## src/rtl/core/kmppoc_pkg.sv

```systemverilog
// Package with the shared types and constants of the KMP occurrence counter.
`default_nettype none
package kmppoc_pkg;

  localparam int CFG_W       = 7;
  localparam int BYTE_W      = 8;
  localparam int OUT_COUNT_W = 16;
  localparam int QUEUE_DEPTH = 4;

  // Classification of one text byte, as handed from the front to the back.
  typedef struct packed {
    logic [BYTE_W-1:0] text_byte;
    logic              last;
    logic              pattern;
    logic              first;
    logic              closing;
    logic              too_short;
  } kmppoc_flags_t;

  typedef enum logic [0:0] {
    BK_IDLE,
    BK_LOOKUP
  } kmppoc_bk_state_t;

endpackage
`default_nettype wire

```

## src/rtl/core/kmppoc_in_if.sv

```systemverilog
// Interface of the text byte channel.
`default_nettype none
interface kmppoc_in_if;
  logic       valid;
  logic       ready;
  logic [7:0] text_byte;
  logic       last_byte;

  modport source (output valid, output text_byte, output last_byte, input ready);
  modport sink (input valid, input text_byte, input last_byte, output ready);
endinterface
`default_nettype wire

```

## src/rtl/core/kmppoc_out_if.sv

```systemverilog
// Interface of the result channel.
`default_nettype none
interface kmppoc_out_if;
  logic        valid;
  logic        ready;
  logic        match_end;
  logic [15:0] match_count;
  logic        text_too_short;
  logic        last_result;

  modport source (output valid, output match_end, output match_count,
                  output text_too_short, output last_result, input ready);
  modport sink (input valid, input match_end, input match_count,
                input text_too_short, input last_result, output ready);
endinterface
`default_nettype wire

```

## src/rtl/core/kmppoc_ram.sv

```systemverilog
// Generic single write port, single read port RAM with registered read data.
`default_nettype none
module kmppoc_ram #(
  parameter int WIDTH = 8,
  parameter int DEPTH = 64
) (
  input  wire logic                     clk,
  input  wire logic                     we,
  input  wire logic [$clog2(DEPTH)-1:0] waddr,
  input  wire logic [WIDTH-1:0]         wdata,
  input  wire logic [$clog2(DEPTH)-1:0] raddr,
  output logic      [WIDTH-1:0]         rdata
);

  logic [WIDTH-1:0] mem [DEPTH];

  always_ff @(posedge clk) begin
    if (we) begin
      mem[waddr] <= wdata;
    end
    rdata <= mem[raddr];
  end

endmodule
`default_nettype wire

```

## src/rtl/core/kmppoc_front.sv

```systemverilog
// Front end: accepts text bytes, tracks the position in the text and classifies each byte.
`default_nettype none
module kmppoc_front #(
  parameter int MAX_PATTERN = 64
) (
  input  wire logic                          clk,
  input  wire logic                          rst,
  input  wire logic [kmppoc_pkg::CFG_W-1:0]  pattern_length,
  kmppoc_in_if.sink                          text,
  output logic                               push_valid,
  input  wire logic                          push_ready,
  output logic [$bits(kmppoc_pkg::kmppoc_flags_t)+$clog2(MAX_PATTERN)
                +$clog2(MAX_PATTERN+1)-1:0]  push_data
);

  import kmppoc_pkg::*;

  localparam int AW   = $clog2(MAX_PATTERN);
  localparam int LW   = $clog2(MAX_PATTERN + 1);
  localparam int CMPW = (LW > CFG_W) ? LW : CFG_W;

  logic [LW-1:0]   cnt;
  logic [LW-1:0]   cnt_inc;
  logic [LW-1:0]   alen;
  logic [LW-1:0]   len_cfg;
  logic [LW-1:0]   len_use;
  logic [CMPW-1:0] cfg_ext;
  logic            is_pat;
  logic            accept;
  kmppoc_flags_t   flags;

  // Out-of-range lengths are clamped to the supported span.
  always_comb begin
    cfg_ext = CMPW'(pattern_length);
    if (cfg_ext == '0) begin
      len_cfg = LW'(1);
    end else if (cfg_ext > CMPW'(MAX_PATTERN)) begin
      len_cfg = LW'(MAX_PATTERN);
    end else begin
      len_cfg = LW'(cfg_ext);
    end
  end

  assign len_use = (cnt == '0) ? len_cfg : alen;
  assign cnt_inc = cnt + LW'(1);
  assign is_pat  = cnt < len_use;

  always_comb begin
    flags.text_byte = text.text_byte;
    flags.last      = text.last_byte;
    flags.pattern   = is_pat;
    flags.first     = (cnt == '0);
    flags.closing   = is_pat && (cnt_inc == len_use);
    flags.too_short = text.last_byte && is_pat && (cnt_inc < len_use);
  end

  assign push_data  = {flags, AW'(cnt), len_use};
  assign push_valid = text.valid;
  assign text.ready = push_ready;
  assign accept     = text.valid && push_ready;

  always_ff @(posedge clk) begin
    if (rst) begin
      cnt  <= '0;
      alen <= LW'(1);
    end else if (accept) begin
      alen <= len_use;
      if (text.last_byte) begin
        cnt <= '0;
      end else if (is_pat) begin
        cnt <= cnt_inc;
      end
    end
  end

endmodule
`default_nettype wire

```

## src/rtl/core/kmppoc_queue.sv

```systemverilog
// Short FIFO that decouples the front end from the matching engine.
`default_nettype none
module kmppoc_queue #(
  parameter int WIDTH = 32,
  parameter int DEPTH = 4
) (
  input  wire logic             clk,
  input  wire logic             rst,
  input  wire logic             push_valid,
  output logic                  push_ready,
  input  wire logic [WIDTH-1:0] push_data,
  output logic                  pop_valid,
  input  wire logic             pop,
  output logic      [WIDTH-1:0] pop_data
);

  localparam int PW = $clog2(DEPTH);
  localparam int CW = $clog2(DEPTH + 1);

  logic [WIDTH-1:0] slots [DEPTH];
  logic [PW-1:0]    wptr;
  logic [PW-1:0]    rptr;
  logic [CW-1:0]    fill;
  logic             do_push;
  logic             do_pop;

  assign push_ready = (fill != CW'(DEPTH));
  assign pop_valid  = (fill != '0);
  assign pop_data   = slots[rptr];
  assign do_push    = push_valid && push_ready;
  assign do_pop     = pop && pop_valid;

  always_ff @(posedge clk) begin
    if (do_push) begin
      slots[wptr] <= push_data;
    end
  end

  always_ff @(posedge clk) begin
    if (rst) begin
      wptr <= '0;
      rptr <= '0;
      fill <= '0;
    end else begin
      if (do_push) begin
        wptr <= (wptr == PW'(DEPTH - 1)) ? '0 : wptr + PW'(1);
      end
      if (do_pop) begin
        rptr <= (rptr == PW'(DEPTH - 1)) ? '0 : rptr + PW'(1);
      end
      if (do_push && !do_pop) begin
        fill <= fill + CW'(1);
      end else if (do_pop && !do_push) begin
        fill <= fill - CW'(1);
      end
    end
  end

endmodule
`default_nettype wire

```

## src/rtl/core/kmppoc_back.sv

```systemverilog
// Matching engine: builds the failure table and follows failure links one step a cycle.
`default_nettype none
module kmppoc_back #(
  parameter int MAX_PATTERN = 64,
  parameter int COUNT_WIDTH = 16
) (
  input  wire logic                          clk,
  input  wire logic                          rst,
  input  wire logic                          q_valid,
  output logic                               q_pop,
  input  wire logic [$bits(kmppoc_pkg::kmppoc_flags_t)+$clog2(MAX_PATTERN)
                     +$clog2(MAX_PATTERN+1)-1:0] q_data,
  kmppoc_out_if.source                       res
);

  import kmppoc_pkg::*;

  localparam int AW   = $clog2(MAX_PATTERN);
  localparam int LW   = $clog2(MAX_PATTERN + 1);
  localparam int EXTW = (COUNT_WIDTH > OUT_COUNT_W) ? COUNT_WIDTH : OUT_COUNT_W;

  kmppoc_bk_state_t state;
  kmppoc_bk_state_t state_next;

  kmppoc_flags_t    q_flags;
  logic [AW-1:0]    q_idx;
  logic [LW-1:0]    q_len;
  kmppoc_flags_t    ent;
  logic [AW-1:0]    ent_idx;
  logic [LW-1:0]    ent_len;

  logic [AW-1:0]    j;
  logic [AW-1:0]    j_next;
  logic [AW-1:0]    tbl;
  logic [AW-1:0]    m;
  logic [AW-1:0]    tail_fail;
  logic [COUNT_WIDTH-1:0] cnt;
  logic [COUNT_WIDTH-1:0] cnt_inc;
  logic [EXTW-1:0]  cnt_ext;

  logic [BYTE_W-1:0] p_rd;
  logic [AW-1:0]     f_rd;
  logic              match;
  logic              finish;
  logic              out_free;
  logic              done;
  logic              hit;
  logic [LW-1:0]     jf;
  logic [AW-1:0]     fval;

  logic                   o_valid;
  logic                   o_end;
  logic [OUT_COUNT_W-1:0] o_count;
  logic                   o_short;
  logic                   o_last;

  assign {q_flags, q_idx, q_len} = q_data;

  assign out_free = !o_valid || res.ready;
  assign q_pop    = (state == BK_IDLE) && q_valid;

  always_comb begin
    state_next = state;
    unique case (state)
      BK_IDLE: begin
        if (q_valid) begin
          state_next = BK_LOOKUP;
        end
      end
      BK_LOOKUP: begin
        if (done) begin
          state_next = BK_IDLE;
        end
      end
      default: begin
        state_next = BK_IDLE;
      end
    endcase
  end

  always_comb begin
    match   = (p_rd == ent.text_byte);
    finish  = ent.first || match || (j == '0);
    done    = (state == BK_LOOKUP) && finish && out_free;
    jf      = (!ent.first && match) ? LW'(j) + LW'(1) : '0;
    fval    = AW'(jf);
    hit     = ent.pattern ? ent.closing : (jf == ent_len);
    cnt_inc = (hit && (cnt != {COUNT_WIDTH{1'b1}})) ? cnt + COUNT_WIDTH'(1) : cnt;
    cnt_ext = EXTW'(cnt_inc);
    j_next  = j;
    unique case (state)
      BK_IDLE: begin
        if (q_valid) begin
          j_next = q_flags.pattern ? tbl : m;
        end
      end
      BK_LOOKUP: begin
        if (!finish) begin
          j_next = f_rd;
        end
      end
      default: begin
        j_next = j;
      end
    endcase
  end

  kmppoc_ram #(
    .WIDTH (BYTE_W),
    .DEPTH (MAX_PATTERN)
  ) u_pattern_ram (
    .clk   (clk),
    .we    (q_pop && q_flags.pattern),
    .waddr (q_idx),
    .wdata (q_flags.text_byte),
    .raddr (j_next),
    .rdata (p_rd)
  );

  kmppoc_ram #(
    .WIDTH (AW),
    .DEPTH (MAX_PATTERN)
  ) u_failure_ram (
    .clk   (clk),
    .we    (done && ent.pattern),
    .waddr (ent_idx),
    .wdata (fval),
    .raddr (j_next - AW'(1)),
    .rdata (f_rd)
  );

  always_ff @(posedge clk) begin
    if (rst) begin
      state   <= BK_IDLE;
      tbl     <= '0;
      m       <= '0;
      cnt     <= '0;
      o_valid <= 1'b0;
    end else begin
      state <= state_next;
      if (done) begin
        o_valid <= 1'b1;
        if (ent.last) begin
          tbl <= '0;
          m   <= '0;
          cnt <= '0;
        end else begin
          if (ent.pattern) begin
            tbl <= fval;
          end
          if (hit) begin
            m <= ent.pattern ? fval : tail_fail;
          end else begin
            m <= AW'(jf);
          end
          cnt <= cnt_inc;
        end
      end else if (res.ready) begin
        o_valid <= 1'b0;
      end
    end
  end

  always_ff @(posedge clk) begin
    j <= j_next;
    if (q_pop) begin
      ent     <= q_flags;
      ent_idx <= q_idx;
      ent_len <= q_len;
    end
    if (done) begin
      o_end   <= hit;
      o_count <= cnt_ext[OUT_COUNT_W-1:0];
      o_short <= ent.too_short;
      o_last  <= ent.last;
      if (ent.pattern && ent.closing) begin
        tail_fail <= fval;
      end
    end
  end

  assign res.valid          = o_valid;
  assign res.match_end      = o_end;
  assign res.match_count    = o_count;
  assign res.text_too_short = o_short;
  assign res.last_result    = o_last;

endmodule
`default_nettype wire

```

## src/rtl/core/kmp_prefix_occurrence_counter_core.sv

```systemverilog
// Top level of the KMP prefix occurrence counter.
//
// Text bytes arrive on text, one per item, with last_byte set on the final
// byte of each text. The first pattern_length bytes of a text are the pattern;
// every byte yields one item on result giving whether an occurrence ends
// there and the saturating running count. The length is written through
// cfg_wr_en and cfg_wr_data and is latched at the first byte of each text.
// A front end classifies each byte and places it in a four-entry queue; the
// matching engine takes one byte at a time and follows one failure link per
// cycle through the pattern and failure RAMs, which are read in parallel.
// The failure links followed are at most one per byte on average over a text.
// Reset empties the queue, clears the position, match length and count, and
// sets the length to one; the RAMs need no clearing. When the receiver stalls,
// the result is held in the output register and the queue fills before
// text deasserts ready.
`default_nettype none
module kmp_prefix_occurrence_counter_core #(
  parameter int MAX_PATTERN = 64,
  parameter int COUNT_WIDTH = 16
) (
  input  wire logic                         clk,
  input  wire logic                         rst,
  input  wire logic                         cfg_wr_en,
  input  wire logic [kmppoc_pkg::CFG_W-1:0] cfg_wr_data,
  kmppoc_in_if.sink                         text,
  kmppoc_out_if.source                      result
);

  import kmppoc_pkg::*;

  localparam int AW = $clog2(MAX_PATTERN);
  localparam int LW = $clog2(MAX_PATTERN + 1);
  localparam int EW = $bits(kmppoc_flags_t) + AW + LW;

  logic [CFG_W-1:0] pattern_length;
  logic             push_valid;
  logic             push_ready;
  logic [EW-1:0]    push_data;
  logic             pop_valid;
  logic             pop;
  logic [EW-1:0]    pop_data;

  always_ff @(posedge clk) begin
    if (rst) begin
      pattern_length <= CFG_W'(1);
    end else if (cfg_wr_en) begin
      pattern_length <= cfg_wr_data;
    end
  end

  kmppoc_front #(
    .MAX_PATTERN (MAX_PATTERN)
  ) u_front (
    .clk            (clk),
    .rst            (rst),
    .pattern_length (pattern_length),
    .text           (text),
    .push_valid     (push_valid),
    .push_ready     (push_ready),
    .push_data      (push_data)
  );

  kmppoc_queue #(
    .WIDTH (EW),
    .DEPTH (QUEUE_DEPTH)
  ) u_queue (
    .clk        (clk),
    .rst        (rst),
    .push_valid (push_valid),
    .push_ready (push_ready),
    .push_data  (push_data),
    .pop_valid  (pop_valid),
    .pop        (pop),
    .pop_data   (pop_data)
  );

  kmppoc_back #(
    .MAX_PATTERN (MAX_PATTERN),
    .COUNT_WIDTH (COUNT_WIDTH)
  ) u_back (
    .clk     (clk),
    .rst     (rst),
    .q_valid (pop_valid),
    .q_pop   (pop),
    .q_data  (pop_data),
    .res     (result)
  );

endmodule
`default_nettype wire
```

## src/flat_wrapper.sv

```systemverilog
// flat-port wrapper written by rule: the top's interface ports become plain ports
module kmp_prefix_occurrence_counter_core_flat import kmppoc_pkg::*;
#(
  parameter int MAX_PATTERN = 64,
  parameter int COUNT_WIDTH = 16
)
  (clk, rst, cfg_wr_en, cfg_wr_data, text_valid, text_text_byte, text_last_byte, text_ready, result_valid, result_match_end, result_match_count, result_text_too_short, result_last_result, result_ready);
  kmppoc_in_if text_i ();
  kmppoc_out_if result_i ();
  input  wire logic clk;
  input  wire logic rst;
  input  wire logic cfg_wr_en;
  input  wire logic [kmppoc_pkg::CFG_W-1:0] cfg_wr_data;
  input wire logic [$bits(text_i.valid)-1:0] text_valid;
  input wire logic [$bits(text_i.text_byte)-1:0] text_text_byte;
  input wire logic [$bits(text_i.last_byte)-1:0] text_last_byte;
  output wire logic [$bits(text_i.ready)-1:0] text_ready;
  output wire logic [$bits(result_i.valid)-1:0] result_valid;
  output wire logic [$bits(result_i.match_end)-1:0] result_match_end;
  output wire logic [$bits(result_i.match_count)-1:0] result_match_count;
  output wire logic [$bits(result_i.text_too_short)-1:0] result_text_too_short;
  output wire logic [$bits(result_i.last_result)-1:0] result_last_result;
  input wire logic [$bits(result_i.ready)-1:0] result_ready;
  assign text_i.valid = text_valid;
  assign text_i.text_byte = text_text_byte;
  assign text_i.last_byte = text_last_byte;
  assign text_ready = text_i.ready;
  assign result_valid = result_i.valid;
  assign result_match_end = result_i.match_end;
  assign result_match_count = result_i.match_count;
  assign result_text_too_short = result_i.text_too_short;
  assign result_last_result = result_i.last_result;
  assign result_i.ready = result_ready;
  kmp_prefix_occurrence_counter_core #(.MAX_PATTERN(MAX_PATTERN), .COUNT_WIDTH(COUNT_WIDTH)) u_core (.clk(clk), .rst(rst), .cfg_wr_en(cfg_wr_en), .cfg_wr_data(cfg_wr_data), .text(text_i), .result(result_i));
endmodule
```

## config.mk

```make
export PLATFORM = sky130hd
export DESIGN_NAME = kmp_prefix_occurrence_counter_core_flat
export DESIGN_NICKNAME = d
export VERILOG_FILES = /design/src/rtl/core/kmppoc_pkg.sv /design/src/rtl/core/kmppoc_in_if.sv /design/src/rtl/core/kmppoc_out_if.sv /design/src/rtl/core/kmppoc_ram.sv /design/src/rtl/core/kmppoc_front.sv /design/src/rtl/core/kmppoc_queue.sv /design/src/rtl/core/kmppoc_back.sv /design/src/rtl/core/kmp_prefix_occurrence_counter_core.sv /design/src/flat_wrapper.sv
export SDC_FILE = /design/constraint.sdc
export NUM_CORES = 1
export LEC_CHECK = 0
export ABC_CLOCK_PERIOD_IN_PS = 6800
export BUFFER_PORTS_ARGS = -buffer_cell sky130_fd_sc_hd__buf_2
export CORE_MARGIN = 5
export CORE_UTILIZATION = 56
export CTS_CLUSTER_SIZE = 12
export DETAILED_ROUTE_END_ITERATION = 8
export PLACE_DENSITY = 0.75
export SLEW_MARGIN = 20
export SYNTH_ARGS = -nofsm -noshare
export SYNTH_HDL_FRONTEND = slang
export SYNTH_SLANG_ARGS = --single-unit
```

## constraint.sdc

```tcl
create_clock -name clk -period 6.8 [get_ports clk]
set_input_delay 1.02 -clock clk [delete_from_list [all_inputs] [get_ports clk]]
set_output_delay 1.02 -clock clk [all_outputs]
set_load 0.005 [all_outputs]
```

==> results of run 1 <==
-- registers in the layout, indices dropped and copies added, names as in the netlist, 8 cells and up, named ones only --
| name | count |
|---|---|
| u_core.u_back.u_pattern_ram.mem | 512 |
| u_core.u_back.u_failure_ram.mem | 384 |
| u_core.u_queue.slots | 104 |
| u_core.u_back.cnt | 16 |
| u_core.u_back.res.match_count | 16 |
| u_core.u_back.ent | 13 |
| u_core.u_back.u_pattern_ram.rdata | 8 |
-- cells in the mapped netlist, types with 45 or more instances --
cell | instances | share of area, %
and3_1 | 75 | 1.0
a211oi_1 | 49 | 0.81
a221oi_1 | 54 | 1.0
a21oi_1 | 95 | 1.1
clkbuf_1 | 75 | 0.62
nand2_1 | 290 | 2.4
a311oi_1 | 45 | 0.87
mux4_2 | 146 | 7.3
nor2_1 | 197 | 1.6
edfxtp_1 | 1051 | 70
mux2i_1 | 106 | 2.3
dfxtp_1 | 80 | 3.5
-- power by group --
part           total (W)  internal (W)  switching (W)
clock network    0.00549       0.00305        0.00244
registers        0.00882       0.00858       0.000241
logic            0.00907       0.00306        0.00601
total             0.0234        0.0147        0.00869
-- final cells by class --
class | instances | area (µm²) | area share (%)
Multi-Input combinational cell | 1419 | 11200 | 22.5
Clock inverter | 12 | 129 | 0.260
Inverter | 34 | 140 | 0.283
Antenna cell | 1 | 2.50 | 0.00505
Tap cell | 1060 | 1330 | 2.68
Clock buffer | 181 | 3060 | 6.17
Sequential cell | 1131 | 33200 | 66.9
Timing Repair Buffer | 83 | 558 | 1.13
-- per-stage QoR --
| stage | utilization [%] | setup slack (ps) | power [W] | instance area, µm² |
|---|---|---|---|---|
| after floorplan | - | 1630 | 0.0153 | 45200 |
| after global placement | 57.7 | 1990 | 0.0177 | 46400 |
| after detailed placement | 57.7 | 1890 | 0.0179 | 46400 |
| after CTS | 61.7 | 1840 | 0.0233 | 49500 |
| after global routing | 61.7 | 1480 | 0.0244 | 49500 |
| final | 61.7 | 1580 | 0.0234 | 49500 |
-- critical path, cell delays in order (launching register included) --
cell and delay, ps:
dfxtp_1 500, inv_1 130, ha_1 200, or4b_1 180, o211ai_2 110, a21oi_2 290
nor2_1 180, a221oi_2 740, inv_2 310, nand2_1 940, a221oi_1 170, o41ai_1 840
o21ai_1 130, or3_1 370
-- path summary, 6_finish.rpt --
path	slack (ps)	start	depth (start not counted)	end
worst min register to register	440	u_core.u_back.ent[0]	0	u_core.u_back.res.text_too_short
worst max register to register	1580	u_core.u_back.j[0]	13	u_core.u_back.u_pattern_ram.rdata[7]
worst min-delay path	440	u_core.u_back.ent[0]	0	u_core.u_back.res.text_too_short
worst max-delay path	1580	u_core.u_back.j[0]	13	u_core.u_back.u_pattern_ram.rdata[7]
-- per-layer routing --
layer | wire length [µm] | part of all wire, % | global-route usage, %
met1 | 40200 | 39 | 33.6
met2 | 49600 | 49 | 37.2
met3 | 9490 | 9.3 | 4.70
met4 | 2580 | 2.5 | 6.56
met5 | 0 | 0 | 0
-- cells by family (layout without fill, tap and decap cells) --
| family | after synthesis | count (layout) | share of synthesized area, % |
|---|---|---|---|
| flip-flops | 1131 | 1131 | 73.4 |
| AND/OR/NAND/NOR | 724 | 724 | 7.37 |
| AO/OA/AOI/OAI | 375 | 375 | 5.95 |
| multiplexers | 254 | 254 | 9.68 |
| buffers and inverters | 195 | 310 | 2.04 |
| XOR/XNOR | 40 | 40 | 0.842 |
| adder cells (fa/ha/maj) | 26 | 26 | 0.715 |
| other | 0 | 1 | 0 |
==> run_results.csv, run 1 <==
group,metric,value,unit
status,status,"finished, final reports clean",
logic_synthesis,yosysUniqueCellTypes,81,
clock_network,cts_tree,"built",
cells_and_area,final_layout_size_suffix_gt1_share,13.8,%
worst_hold_path,min_path_type,"register to register",
grt,overflow,0,
critical_path,crit_arrival,5770,ps
grt,grt_pass1_vias,25100,
route,dr.pass1.iters,6,
route,wire_per_inst,26.0,µm
floorplan,io-pin-count,42,
logic_synthesis,async_flop_share,0,%
clock_network,cts.sinks,1131,
sta,relSlewSlack,22.0,%
logic_synthesis,synthCells,2745,
route,drc_errors,0,
sta,fin_setup_tns,0,ps
place,hpwl,60400,µm
place,place_inst,3727,
floorplan,die_x,294,µm
critical_path,crit_required,7350,ps
cells_and_area,stdcell_count,3921,
sta,skew,45.1,ps
power,vdd_drop_max,0.000963,V
sta,finalHoldViolCount,0,
clock_network,clkTransAtPathRegs,60,ps
clock_network,cts_buffer_depth,3,
logic_synthesis,ys_warn_count,0,
clock_network,postCtsHoldBufs,0,
cells_and_area,final_cell_mix,"edfxtp_1 (1051), nand2_1 (290), nor2_1 (194)",
critical_path,worstSetupEndpointType,"register",
logic_synthesis,ys_seq_area_share,73.4,%
sta,final.period_utilization,76.8,%
logic_synthesis,synth_edf_count,1051,
grt,track_usage,23.4,%
grt,grt_max_degree,180,
place,port_buffers,41,
logic_synthesis,ys_seq_elements,1131,
route,vias,25300,
place,gp_congestion,0.870,
critical_path,start_kind,"register",
power,p_per_area,472,mW/mm²
cells_and_area,synthToLayoutAreaGrowth,9.67,%
job,drv_cap,0,
route,vias_per_cell,6.46,
grt,grt_pass1_wl,155000,µm
sta,worstMarginPinSlew,1170,ps
grt,antenna_found_initial,1,
logic_synthesis,synth_fp_nets,2788,
sta,slew_violations,0,
logic_synthesis,mappedNetlistArea,0.0452,mm²
floorplan,core_region_area,0.0803,mm²
clock_network,cts_setup_buffers,0,
clock_network,post_cts_resized,0,
route,drt_iter0_drc,3228,
critical_path,path_max_fanout,25,
sta,min_period,5220,ps
critical_path,worst-setup-path-type,"register to register",
clock_network,numCtsBuffers,108,
sta,max_freq,0.192,GHz
logic_synthesis,synth_area_per_cell,16.5,µm²
floorplan,start_util,56.3,%
floorplan,die-area,0.0864,mm²
clock_network,root_buffer,"clkbuf_16",
floorplan,fp.dieH,294,µm
sta,rsz0062_at_grt,"false",
clock_network,clock_latency,670,ps
sta,hold-worst-slack,440,ps
sta,setup_viol,0,
route,wirelength,102000,µm
cells_and_area,final_common_cell,"edfxtp_1",
route,final_antenna_net_count,0,
cells_and_area,fillerInstances,5474,
floorplan,fp-row-count,104,
clock_network,htreeDepth,3,
logic_synthesis,ys.flop_type,"edfxtp_1",
cells_and_area,layout.nets,2820,
power,p_leak,15.3,nW
Power figures use the tool's default switching activity.
==> run 2: changes to the inputs <==
--- a/config.mk
+++ b/config.mk
@@ -5,13 +5,13 @@
 export SDC_FILE = /design/constraint.sdc
 export NUM_CORES = 1
 export LEC_CHECK = 0
-export ABC_CLOCK_PERIOD_IN_PS = 6800
+export ABC_CLOCK_PERIOD_IN_PS = 4300
 export BUFFER_PORTS_ARGS = -buffer_cell sky130_fd_sc_hd__buf_2
 export CORE_MARGIN = 5
 export CORE_UTILIZATION = 56
 export CTS_CLUSTER_SIZE = 12
 export DETAILED_ROUTE_END_ITERATION = 8
-export PLACE_DENSITY = 0.75
+export PLACE_DENSITY = 0.78
 export SLEW_MARGIN = 20
 export SYNTH_ARGS = -nofsm -noshare
 export SYNTH_HDL_FRONTEND = slang
==> constraint.sdc (replaced) <==
create_clock -name clk -period 4.3 [get_ports clk]
set_input_delay 0.645 -clock clk [delete_from_list [all_inputs] [get_ports clk]]
set_output_delay 0.645 -clock clk [all_outputs]
set_load 0.005 [all_outputs]
==> run 2 against run 1 <==
Via count rose by 3.4%; setup slack got worse by 1400 ps; sequential share of layout area fell by 1.1 points; core utilization rose by 1.0 points; first-iteration DRC count grew 24%; combinational power up 69%; largest cell class unchanged; highest routed layer unchanged.
==> run_results.csv, run 2 (synthesis results as in run 1) <==
group,metric,value,unit
route,vias_per_cell,6.55,
grt,grt_max_degree,103,
route,highest_layer,"met4",
sta,slew_violations,0,
place,hpwl,64700,µm
cells_and_area,largest-register,"u_core.u_back.u_pattern_ram.mem",
grt,grt_pass1_vias,26100,
cells_and_area,final_cell_area,0.0504,mm²
clock_network,clkTransAtPathRegs,60,ps
power,vdd_drop_max,0.000881,V
cells_and_area,stdcell_count,3997,
sta,setup_viol,0,
sta,final.period_utilization,94.8,%
place,port_buffers,41,
route,met3_wirelength,11200,µm
route,drt_iter0_drc,4015,
floorplan,io-pin-count,42,
route,dr.pass1.iters,8,
clock_network,numCtsBuffers,108,
route,wl_met2,51700,µm
clock_network,postCtsHoldBufs,0,
cells_and_area,synthToLayoutAreaGrowth,11.5,%
grt,overflow,0,
route,drc_errors,0,
route,vias,26200,
cells_and_area,largest_register_ffs,512,
grt,track_usage,24.3,%
sta,relSlewSlack,26.1,%
floorplan,die_x,294,µm
cells_and_area,multi_input_area,0.0112,mm²
cells_and_area,final_util,62.7,%
floorplan,core_region_area,0.0803,mm²
clock_network,clock_latency,680,ps
critical_path,start_kind,"register",
clock_network,cts_buffer_depth,3,
sta,worstMarginPinSlew,1110,ps
cells_and_area,fillerInstances,5282,
floorplan,start_util,56.3,%
floorplan,fp-row-count,104,
critical_path,worstSetupEndpointType,"register",
clock_network,htreeDepth,3,
sta,fin_setup_tns,0,ps
cells_and_area,final_common_cell,"edfxtp_1",
sta,rsz0062_at_grt,"false",
job,drv_cap,0,
cells_and_area,final_layout_size_suffix_gt1_share,16.3,%
critical_path,crit_required,4870,ps
floorplan,die-area,0.0864,mm²
sta,skew,29.9,ps
status,status,"finished, final reports clean",
cells_and_area,top_regs,"u_core.u_back.u_pattern_ram.mem (512), u_core.u_back.u_failure_ram.mem (384), u_core.u_queue.slots (104)",
cells_and_area,layout.nets,2905,
power,p_per_area,754,mW/mm²
floorplan,fp.dieH,294,µm
critical_path,worst-setup-path-type,"register to register",
sta,min_period,4080,ps
sta,max_freq,0.245,GHz
worst_hold_path,min_path_type,"input port to register",
place,place_area,0.0471,mm²
route,final_antenna_net_count,0,
power,p_leak,15.8,nW
route,wirelength,106000,µm
place,gp_congestion,0.889,
clock_network,cts_tree,"built",
grt,antenna_found_initial,0,
route,wire_per_inst,26.6,µm
grt,grt_pass1_wl,161000,µm
critical_path,path_max_fanout,37,
cells_and_area,final_cell_mix,"edfxtp_1 (1051), nand2_1 (290), nor2_1 (194)",
critical_path,r2r_slack,220,ps
critical_path,crit_arrival,4640,ps
sta,finalHoldViolCount,0,
place,place_inst,3809,
cells_and_area,seq_area,0.0332,mm²
clock_network,root_buffer,"clkbuf_16",
clock_network,cts.sinks,1131,
route,met1_length,40300,µm
-- run 2: power breakdown --
part / internal, W / total, W / switching [W] / leakage, nW
Combinational: 0.00549 / 0.0153 / 0.00984 / 4.77
Sequential: 0.0136 / 0.0139 / 0.000381 / 9.46
Clock: 0.00484 / 0.00872 / 0.00388 / 1.53
-- run 2: critical path, stage by stage, from the launching register on --
cell,delay (ps)
dfxtp_1,330
inv_1,100
ha_1,140
or4b_1,470
o211ai_2,230
a21o_1,210
a2bb2oi_4,230
nand2_8,170
inv_6,260
buf_12,260
mux2i_1,250
a221oi_1,200
o41ai_2,480
buf_4,190
o21ai_1,60
or3_1,350
-- run 2: area by class of cell --
cell class | instances | area share [%]
Clock inverter | 17 | 0.360
Multi-Input combinational cell | 1419 | 22.2
Sequential cell | 1131 | 65.8
Tap cell | 1060 | 2.63
Antenna cell | 1 | 0.00497
Inverter | 34 | 0.288
Clock buffer | 167 | 5.95
Timing Repair Buffer | 168 | 2.69
-- run 2: what timing repair did --
item                                    in CTS  in global routing
gates resized for setup                      0                  5
endpoints found under the setup margin       0                  7
setup buffers                                0                  1
-- run 2: path summary, 6_finish.rpt --
kind	end	cells after the start	startpoint
worst max-delay path	u_core.u_back.u_pattern_ram.rdata[5]	15	u_core.u_back.j[1]
worst max register to register	u_core.u_back.u_pattern_ram.rdata[5]	15	u_core.u_back.j[1]
worst min-delay path	u_core.u_queue.slots[1][23]	1	text_text_byte[5]
worst min register to register	u_core.u_back.res.text_too_short	0	u_core.u_back.ent[0]
-- run 2: stage by stage --
stage	power (W)	setup slack, ps	hold slack (ps)
finish	0.0380	222	185
global route	0.0395	16.4	167
CTS	0.0377	140	162
detailed placement	0.0290	189	427
global placement	0.0285	329	430
floorplan	0.0243	13.6	400
-- run 2: per-layer routing --
metal | GRT usage [%] | vias up
li1 | - | 11000
met3 | 4.12 | 242
met4 | 7.49 | 0
met2 | 39.1 | 1773
met5 | 0 | -
met1 | 34.8 | 13100
